===== config.mk =====
export PLATFORM = sky130hd
export DESIGN_NAME = wtd_cell
export DESIGN_NICKNAME = d
export VERILOG_FILES = /design/src/sv/assert_macros.svh /design/src/sv/wtd_pkg.sv /design/src/sv/wtd_cell.sv
export SDC_FILE = /design/constraint.sdc
export NUM_CORES = 1
export LEC_CHECK = 0
export BUFFER_PORTS_ARGS = -buffer_cell sky130_fd_sc_hd__buf_2
export CORE_ASPECT_RATIO = 1.5
export CORE_MARGIN = 2
export CORE_UTILIZATION = 40
export CTS_CLUSTER_SIZE = 14
export DETAILED_ROUTE_END_ITERATION = 8
export GPL_TIMING_DRIVEN = 0
export PLACE_DENSITY = 0.72
export SLEW_MARGIN = 25
export SYNTH_ARGS = -nofsm -noshare
export SYNTH_HDL_FRONTEND = slang
export SYNTH_SLANG_ARGS = --single-unit

===== constraint.sdc =====
create_clock -name clk -period 5.2 [get_ports clk]
set_clock_uncertainty 0.15 [all_clocks]
set_input_delay 0.52 -clock clk [delete_from_list [all_inputs] [get_ports clk]]
set_output_delay 0.52 -clock clk [all_outputs]
set_load 0.005 [all_outputs]

===== src/sv/assert_macros.svh =====
// ----------------------------------------------------------------------------
// assert_macros.svh
// Assertion macros used by the word table RTL. The checks compile away
// when SYNTH is defined.
// ----------------------------------------------------------------------------
`ifndef ASSERT_MACROS_SVH
`define ASSERT_MACROS_SVH

`ifndef SYNTH
// Checks that a property holds at every clock edge out of reset.
`define WTD_ASSERT(lbl, prop) \
    lbl: assert property (@(posedge clk) disable iff (!rst_n) (prop)) \
        else $error("word table assertion failed");
// Checks that a condition never holds at a clock edge out of reset.
`define WTD_NEVER(lbl, cond) \
    lbl: assert property (@(posedge clk) disable iff (!rst_n) !(cond)) \
        else $error("word table forbidden condition seen");
`else
`define WTD_ASSERT(lbl, prop)
`define WTD_NEVER(lbl, cond)
`endif

`endif


===== src/sv/wtd_pkg.sv =====
// ----------------------------------------------------------------------------
// wtd_pkg
// Types and constants shared by the sorted word frequency table.
// ----------------------------------------------------------------------------
`timescale 1ns / 1ps
`default_nettype none

package wtd_pkg;

    localparam int WORD_W  = 56;
    localparam int COUNT_W = 16;

    localparam logic [COUNT_W-1:0] COUNT_MAX = {COUNT_W{1'b1}};

    // One input request.
    typedef struct packed {
        logic [WORD_W-1:0] word;
        logic              is_final;
    } in_req_t;

    // One emitted table entry.
    typedef struct packed {
        logic [WORD_W-1:0]  entry_word;
        logic [COUNT_W-1:0] occurrences;
        logic               table_overflow;
        logic               end_of_run;
    } result_t;

    // Contents of one table cell.
    typedef struct packed {
        logic               valid;
        logic [WORD_W-1:0]  word;
        logic [COUNT_W-1:0] count;
    } entry_t;

    // Broadcast control from the sequencer to every cell.
    typedef struct packed {
        logic              upd;     // count or insert the broadcast word
        logic              shift;   // emit: every cell takes its right neighbor
        logic              hit;     // some cell already holds the word
        logic              do_ins;  // word is new and the table has room
        logic [WORD_W-1:0] word;
    } cell_ctl_t;

endpackage

`default_nettype wire


===== src/sv/wtd_cell.sv =====
// ----------------------------------------------------------------------------
// wtd_cell
// One table cell: holds a word and its count, compares against the
// broadcast word, and moves entries to or from its neighbors.
// ----------------------------------------------------------------------------
`timescale 1ns / 1ps
`default_nettype none

module wtd_cell (
    input  wire logic              clk,
    input  wire logic              rst_n,
    input  wire wtd_pkg::cell_ctl_t ctl,
    input  wire wtd_pkg::entry_t   left,
    input  wire logic              left_after,
    input  wire wtd_pkg::entry_t   right,
    output wtd_pkg::entry_t        entry,
    output logic                   after,
    output logic                   hit
);

    logic                        valid_reg;
    logic                        valid_next;
    logic [wtd_pkg::WORD_W-1:0]  word_reg;
    logic [wtd_pkg::WORD_W-1:0]  word_next;
    logic [wtd_pkg::COUNT_W-1:0] count_reg;
    logic [wtd_pkg::COUNT_W-1:0] count_next;

    // This cell sits at or past the sorted insert point of the word.
    assign after = !valid_reg || (word_reg > ctl.word);
    assign hit   = valid_reg && (word_reg == ctl.word);

    assign entry = '{valid: valid_reg, word: word_reg, count: count_reg};

    // Next contents: shift out, count a match, or make room for an insert.
    always_comb
    begin
        valid_next = valid_reg;
        word_next  = word_reg;
        count_next = count_reg;
        if (ctl.shift)
        begin
            valid_next = right.valid;
            word_next  = right.word;
            count_next = right.count;
        end
        else if (ctl.upd)
        begin
            if (ctl.hit)
            begin
                if (hit && (count_reg != wtd_pkg::COUNT_MAX))
                begin
                    count_next = count_reg + wtd_pkg::COUNT_W'(1);
                end
            end
            else if (ctl.do_ins)
            begin
                if (left_after)
                begin
                    valid_next = left.valid;
                    word_next  = left.word;
                    count_next = left.count;
                end
                else if (after)
                begin
                    valid_next = 1'b1;
                    word_next  = ctl.word;
                    count_next = wtd_pkg::COUNT_W'(1);
                end
            end
        end
    end

    // Occupancy is control state and clears at reset.
    always_ff @(posedge clk or negedge rst_n)
    begin
        if (!rst_n)
        begin
            valid_reg <= 1'b0;
        end
        else
        begin
            valid_reg <= valid_next;
        end
    end

    // Word and count are only meaningful while the cell is occupied.
    always_ff @(posedge clk)
    begin
        word_reg  <= word_next;
        count_reg <= count_next;
    end

endmodule

`default_nettype wire

==> results_dict.tcl, run 1 <==
set metrics [dict create \
    numClockSinks 73 \
    yosys.area_share.adder 0.131 \
    dieArea_mm2 0.0146 \
    setup_viol 0 \
    dr.first_iter.drc_count 174 \
    ys_seq_elements 73 \
    critPathKind "reg2reg" \
    crit_path_end_kind "flop" \
    synth-async-reset-ratio 0.0137 \
    utilization 0.551 \
    antenna_cells 0 \
    hold_slack_ps 316 \
    drc 0 \
    yosysSeqAreaShare 0.402 \
    core_mm2 0.0134 \
    whs_path_depth 3 \
    synth_top_family_by_area "compound AO/OA/AOI/OAI gates" \
    grt_use_total 0.234 \
    min_from "right[11]" \
    status "finished clean" \
    finalPower_mw 1.89 \
    synth_simple_gate_area_share 0.125 \
    muxShareOfSynthArea 0.107 \
    cts_made_buffers 9 \
    syn-num-nets 841 \
    io_buffers 282 \
    r2r_slack_ps 1050 \
    cts_max_level 3 \
    layoutNonFillerInstCount 1036 \
    grt_util_met1 0.262 \
    antenna_found_initial 0 \
    slew_viol_final 0 \
    hold_path_class "in2reg" \
    rr_startpoint "word_reg[51]$_DFFE_PP_" \
    postPlaceCellArea_mm2 0.00706 \
    fin_crit_sh 0.798 \
    cts_resized 0 \
    grt-busiest-layer "met2" \
    boundaryPins 284 \
    grt_max_degree 59 \
    critPathLaunch "word_reg[51]$_DFFE_PP_" \
    syn_inst 575 \
    postCtsHoldBufs 1 \
    grt_use_met2 0.432 \
    row_count 52 \
    place_inst 1019 \
    avgRoutedWirePerCell_um 16.6 \
    tightest_slew_ps 808 \
    ys_warn_count 0 \
    setup_ws_ps 1050 \
    drv_cap 0 \
    root_buffer "clkbuf_16" \
    rsz0062_at_grt "false" \
    rr_endpoint "count_reg[15]$_DFFE_PP_" \
    worstPathArrival_ps 3950 \
    critPathLaunchType "flop" \
    cts_tree "yes" \
    clk_path_buf_depth 2 \
    synth.avg_cell_area_um2 9.47 \
    slew_headroom 0.462 \
    crit_family "compound AO/OA/AOI/OAI gates" \
    critPathMaxStageDelay_ps 720 \
    synth_edf_count 72 \
    synth-xor-area-share 0.0225 \
    initial_core_util 0.406 \
    reg2reg_depth 8 \
    synth_compound_gate_area_share 0.148 \
    synth_area_mm2 0.00545 \
    path_max_fanout 58 \
    tns_ps 0 \
    ys_types 44 \
    place_hpwl_mm 13.9 \
    ant_nets 0 \
    dp_slack_ps 708 \
    drive_gt1_frac 0.350 \
    vias 5384 \
    fmaxAchievable_ghz 0.241 \
    grt_pass1_wl_mm 26.9 \
    die-width_um 99.3 \
    crit_required_ps 5010 \
    synthFlopType "edfxtp_1" \
    grt_pass1_vias 5527 \
    gp_congestion 0.935 \
    hold_viol 0 \
    grtUsageMet3 0.0509 \
    critPathSlowestCell "o31a_4" \
    irDropWorstVdd_mv 0.181 \
    wl_mm 17.2 \
    worstHoldEndpoint "count_reg[11]$_DFFE_PP_" \
    largest_reg_flops 56 \
    cts_setup_buffers 0 \
    via_per_inst 5.20 \
    area_growth_pct 35.5 \
    cellLeakagePower_nw 3.72 \
    drtPass1Iterations 5 \
    clk_latency_ps 330 \
    gr-total-overflow 0 \
    design_area_mm2 0.00738 \
    clk_pin_slew_ps 60 \
    die_h_um 147 \
    crit_chain "ha_1 > nand4_1 > nor4_1 > nand3_1 > or3_1 > o21ai_1 > o31a_4 > a41o_1" \
    fin_nets 1135 \
    fin_crit_ps 4150 \
    p_per_area_mw_per_mm2 256 \
    critPathBufInv 0 \
]
## kinds of logic after synthesis
group | count (synthesis)
simple gates | 148
compound gates | 134
buf+inv | 91
flops | 73
mux | 58
fa+ha+maj | 57
xor+xnor | 14
## metal layers
| metal | part of all wire | up-vias |
|---|---|---|
| met5 | 0 | - |
| met4 | 0.018 | 0 |
| met1 | 0.38 | 2462 |
| met2 | 0.54 | 230 |
| met3 | 0.065 | 22 |
| li1 | - | 2670 |
## layout make-up
class | instances | area (um^2)
clock buffers | 10 | 229
clock inverters | 6 | 82.6
inverters | 64 | 240
plain buffers | 27 | 110
multi-input cells | 411 | 2910
fillers | 1256 | 6020
flip-flops and latches | 73 | 2190
repair buffers | 283 | 1420
well taps | 162 | 203
## where the power goes
| group | leakage, nW | internal (mW) | switching (mW) | total [mW] |
|---|---|---|---|---|
| Sequential | 0.726 | 0.727 | 0.0413 | 0.769 |
| Clock | 0.144 | 0.417 | 0.238 | 0.655 |
| Combinational | 2.85 | 0.217 | 0.245 | 0.462 |
| Total | 3.72 | 1.36 | 0.524 | 1.89 |
## worst register-to-register path, stage by stage, from the launching register on
cell and delay [ps]:
edfxtp_1 380, ha_1 330, nand4_1 210, nor4_1 670, nand3_1 180, or3_1 330, o21ai_1 150, o31a_4 720
a41o_1 660
## worst max path at each step
stage                              endpoint  cells past startpoint
finish              count_reg[15]$_DFFE_PP_                      8
global route        count_reg[14]$_DFFE_PP_                      8
CTS                 count_reg[14]$_DFFE_PP_                      8
global placement     count_reg[8]$_DFFE_PP_                      9
floorplan            count_reg[0]$_DFFE_PP_                      9
detailed placement  count_reg[13]$_DFFE_PP_                     10
## synthesized netlist by cell type (all sizes together) (6+ instances only)
master  count  area, um^2
mux2i      58         581
nand4      16         106
clkbuf     21        78.8
buf         6        31.3
ha         57         713
a22oi      12        90.1
nand3      15        75.1
o21ai      74         370
inv        64         240
nand2      88         330
a21oi      25         125
edfxtp     72        2160
nor2        9        33.8
xnor2      10        87.6
## layout by cell type (no fill, tap or decap), types with 4 or more instances in the layout
cell type	n
nor3_1	4
a22oi_1	12
mux2i_1	58
clkbuf_1	22
nor2_1	9
nand2_1	88
and3_1	4
nand4_1	15
nand3_1	15
xnor2_1	10
edfxtp_1	72
a221oi_1	5
a21oi_1	25
xor2_1	4
ha_1	57
o21ai_0	73
buf_2	286
clkbuf_16	9
inv_1	64
Power figures use the tool's default switching activity.
==> run 2: changes to the inputs <==
--- a/config.mk
+++ b/config.mk
@@ -5,6 +5,7 @@
 export SDC_FILE = /design/constraint.sdc
 export NUM_CORES = 1
 export LEC_CHECK = 0
+export ABC_AREA = 1
 export BUFFER_PORTS_ARGS = -buffer_cell sky130_fd_sc_hd__buf_2
 export CORE_ASPECT_RATIO = 1.5
 export CORE_MARGIN = 2
@@ -12,7 +13,7 @@
 export CTS_CLUSTER_SIZE = 14
 export DETAILED_ROUTE_END_ITERATION = 8
 export GPL_TIMING_DRIVEN = 0
-export PLACE_DENSITY = 0.72
+export PLACE_DENSITY = 0.75
 export SLEW_MARGIN = 25
 export SYNTH_ARGS = -nofsm -noshare
 export SYNTH_HDL_FRONTEND = slang
==> constraint.sdc (replaced) <==
create_clock -name clk -period 3.3 [get_ports clk]
set_clock_uncertainty 0.15 [all_clocks]
set_input_delay 0.33 -clock clk [delete_from_list [all_inputs] [get_ports clk]]
set_output_delay 0.33 -clock clk [all_outputs]
set_load 0.005 [all_outputs]
==> results_dict.tcl, run 2 <==
set metrics [dict create \
    status "finished clean" \
    crit_required_ps 3170 \
    synthFlopType "edfxtp_1" \
    fin_crit_ps 2890 \
    p_per_area_mw_per_mm2 382 \
    dieArea_mm2 0.0146 \
    largest_reg_flops 56 \
    postCtsHoldBufs 1 \
    dp_slack_ps 320 \
    slew_headroom 0.522 \
    grt_use_met2 0.437 \
    grt_pass1_vias 5796 \
    drc 0 \
    ys_seq_elements 73 \
    netlist.area_leader.share 0.396 \
    critPathLaunchType "flop" \
    dr.first_iter.drc_count 245 \
    finalPower_mw 2.81 \
    comb_power_share 0.258 \
    syn-num-nets 945 \
    gr-total-overflow 0 \
    tns_ps 0 \
    layout_commonest_cell "buf_2" \
    area_growth_pct 34.8 \
    grt_pass1_wl_mm 27.5 \
    die_h_um 147 \
    irDropWorstVdd_mv 0.203 \
    cts_made_buffers 9 \
    drv_cap 0 \
    io_buffers 282 \
    syn_inst 679 \
    p_int_mw 1.97 \
    crit_path_end_kind "flop" \
    fillers 1344 \
    cellLeakagePower_nw 3.80 \
    synth_common_cells "nand2_1 (206), inv_1 (95), edfxtp_1 (72)" \
    design_area_mm2 0.00736 \
    fin_nets 1240 \
    slew_viol_final 0 \
    initial_core_util 0.407 \
    row_count 52 \
    cts_resized 0 \
    root_buffer "clkbuf_16" \
    cts_max_level 3 \
    antenna_found_initial 0 \
    boundaryPins 284 \
    setup_viol 0 \
    grt_util_met1 0.268 \
    vias 5768 \
    hold_viol 0 \
    grt-busiest-layer "met2" \
    clk_latency_ps 330 \
    drtPass1Iterations 5 \
    synthTopCellsByArea "edfxtp_1 (40%), nand2_1 (14%), ha_1 (13%), o211ai_1 (7.7%), inv_1 (6.5%)" \
    drive_gt1_frac 0.337 \
    clk_pin_slew_ps 60 \
    yosysMostFrequentCell "nand2_1" \
    r2r_slack_ps 410 \
    grt_use_total 0.240 \
    core_mm2 0.0134 \
    numClockSinks 73 \
    swShare 0.299 \
    antenna_cells 0 \
    hold_path_class "in2reg" \
    clk_path_buf_depth 2 \
    place_hpwl_mm 14.3 \
    avgRoutedWirePerCell_um 15.5 \
    gp_congestion 0.964 \
    synth-async-reset-ratio 0.0137 \
    utilization 0.549 \
    tightest_slew_ps 717 \
    worstPathArrival_ps 2760 \
    final_cell_mix "buf_2 (287), nand2_1 (206), inv_1 (94), edfxtp_1 (72), ha_1 (57)" \
    die-width_um 99.4 \
    rsz0062_at_grt "false" \
    grtUsageMet3 0.0519 \
    fin_crit_sh 0.874 \
    grt_max_degree 33 \
    wl_mm 17.6 \
    cts_setup_buffers 0 \
    synth_area_mm2 0.00546 \
    power.share.clock 0.313 \
    ant_nets 0 \
    yosysSeqAreaShare 0.400 \
    fmaxAchievable_ghz 0.347 \
    cts_tree "yes" \
    path_max_fanout 32 \
    synth.avg_cell_area_um2 8.04 \
    switchingPower_mw 0.841 \
    yosysTopAreaCell "edfxtp_1" \
    p_seq_frac 0.429 \
    critPathKind "reg2reg" \
    setup_ws_ps 414 \
    ys_types 36 \
    via_per_inst 5.06 \
    ys_warn_count 0 \
    synth_edf_count 72 \
    postPlaceCellArea_mm2 0.00710 \
]
==> run 2: cell count changes in the layout (fill, tap and decap cells not counted), sizes merged, moves of 10 or more <==
cell,before,now
o211ai,2,57
xnor2,10,0
inv,64,97
nand4,16,3
nand2,88,210
nor2,9,47
o21ai,74,20
mux2i,58,0
a21oi,25,53
==> run 2: critical path, cell delays in order, from the launching register on <==
cell and delay (ps):
edfxtp_1 410, ha_1 320, nand2_1 70, nor2_1 150, nand3_1 90, nor2_1 230, nand3_1 140, nor2_1 110
nor2_1 60, nand3_2 50, nand2_2 80, nand2_2 80, nand2_2 70, inv_4 280, buf_12 260
==> run 2: path summary, 6_finish.rpt <==
check | cells after the start | startpoint | to
hold / removal | 3 | right[6] | count_reg[6]$_DFFE_PP_
min in group asynchronous | 2 | rst_n | valid_reg$_DFFE_PN0P_
setup / recovery | 14 | word_reg[15]$_DFFE_PP_ | word_reg[6]$_DFFE_PP_
hold reg to reg | 2 | valid_reg$_DFFE_PN0P_ | valid_reg$_DFFE_PN0P_
setup reg to reg | 14 | word_reg[15]$_DFFE_PP_ | word_reg[6]$_DFFE_PP_
max in group asynchronous | 2 | rst_n | valid_reg$_DFFE_PN0P_
==> run 2: power groups by stage <==
stage          logic (mW)  registers, mW  clock network [mW]
6_report            0.726           1.21               0.881
3_3_place_gp        0.709           1.23                   0
2_1_floorplan       0.377           1.23                   0
5_1_grt             0.823           1.22               0.949
4_1_cts             0.733           1.21               0.901
3_5_place_dp        0.728           1.22                   0
==> run 2: through the flow <==
stage                     hold slack, ps  std cells
after CTS                            124       1141
after global routing                 122       1141
after global placement             -38.5       1123
final                                133       1141
after floorplan                     -116        679
after detailed placement           -40.5       1124
==> run 2: cells by family after synthesis <==
kind of cell             Yosys count  share of synthesized area
flip-flops                        73                      0.400
AND/OR/NAND/NOR                  286                      0.219
adder cells (fa/ha/maj)           57                      0.131
buffers and inverters            122                     0.0871
AO/OA/AOI/OAI                    141                      0.163
==> run 2: cell type report <==
cell class                 count  area [um^2]  area share
tap                          162          203      0.0275
inverter                      97          367      0.0498
buffer                        25          111      0.0151
timing repair buffer         284         1440       0.196
multi-input combinational    484         2800       0.380
clock inverter                 4         20.0     0.00272
clock buffer                  12          236      0.0321
sequential                    73         2190       0.297
==> run 2: layer usage <==
layer	vias up	wire, um
li1	2884	-
met1	2605	6650
met2	239	9170
met3	40	1220
met4	0	595
met5	-	0
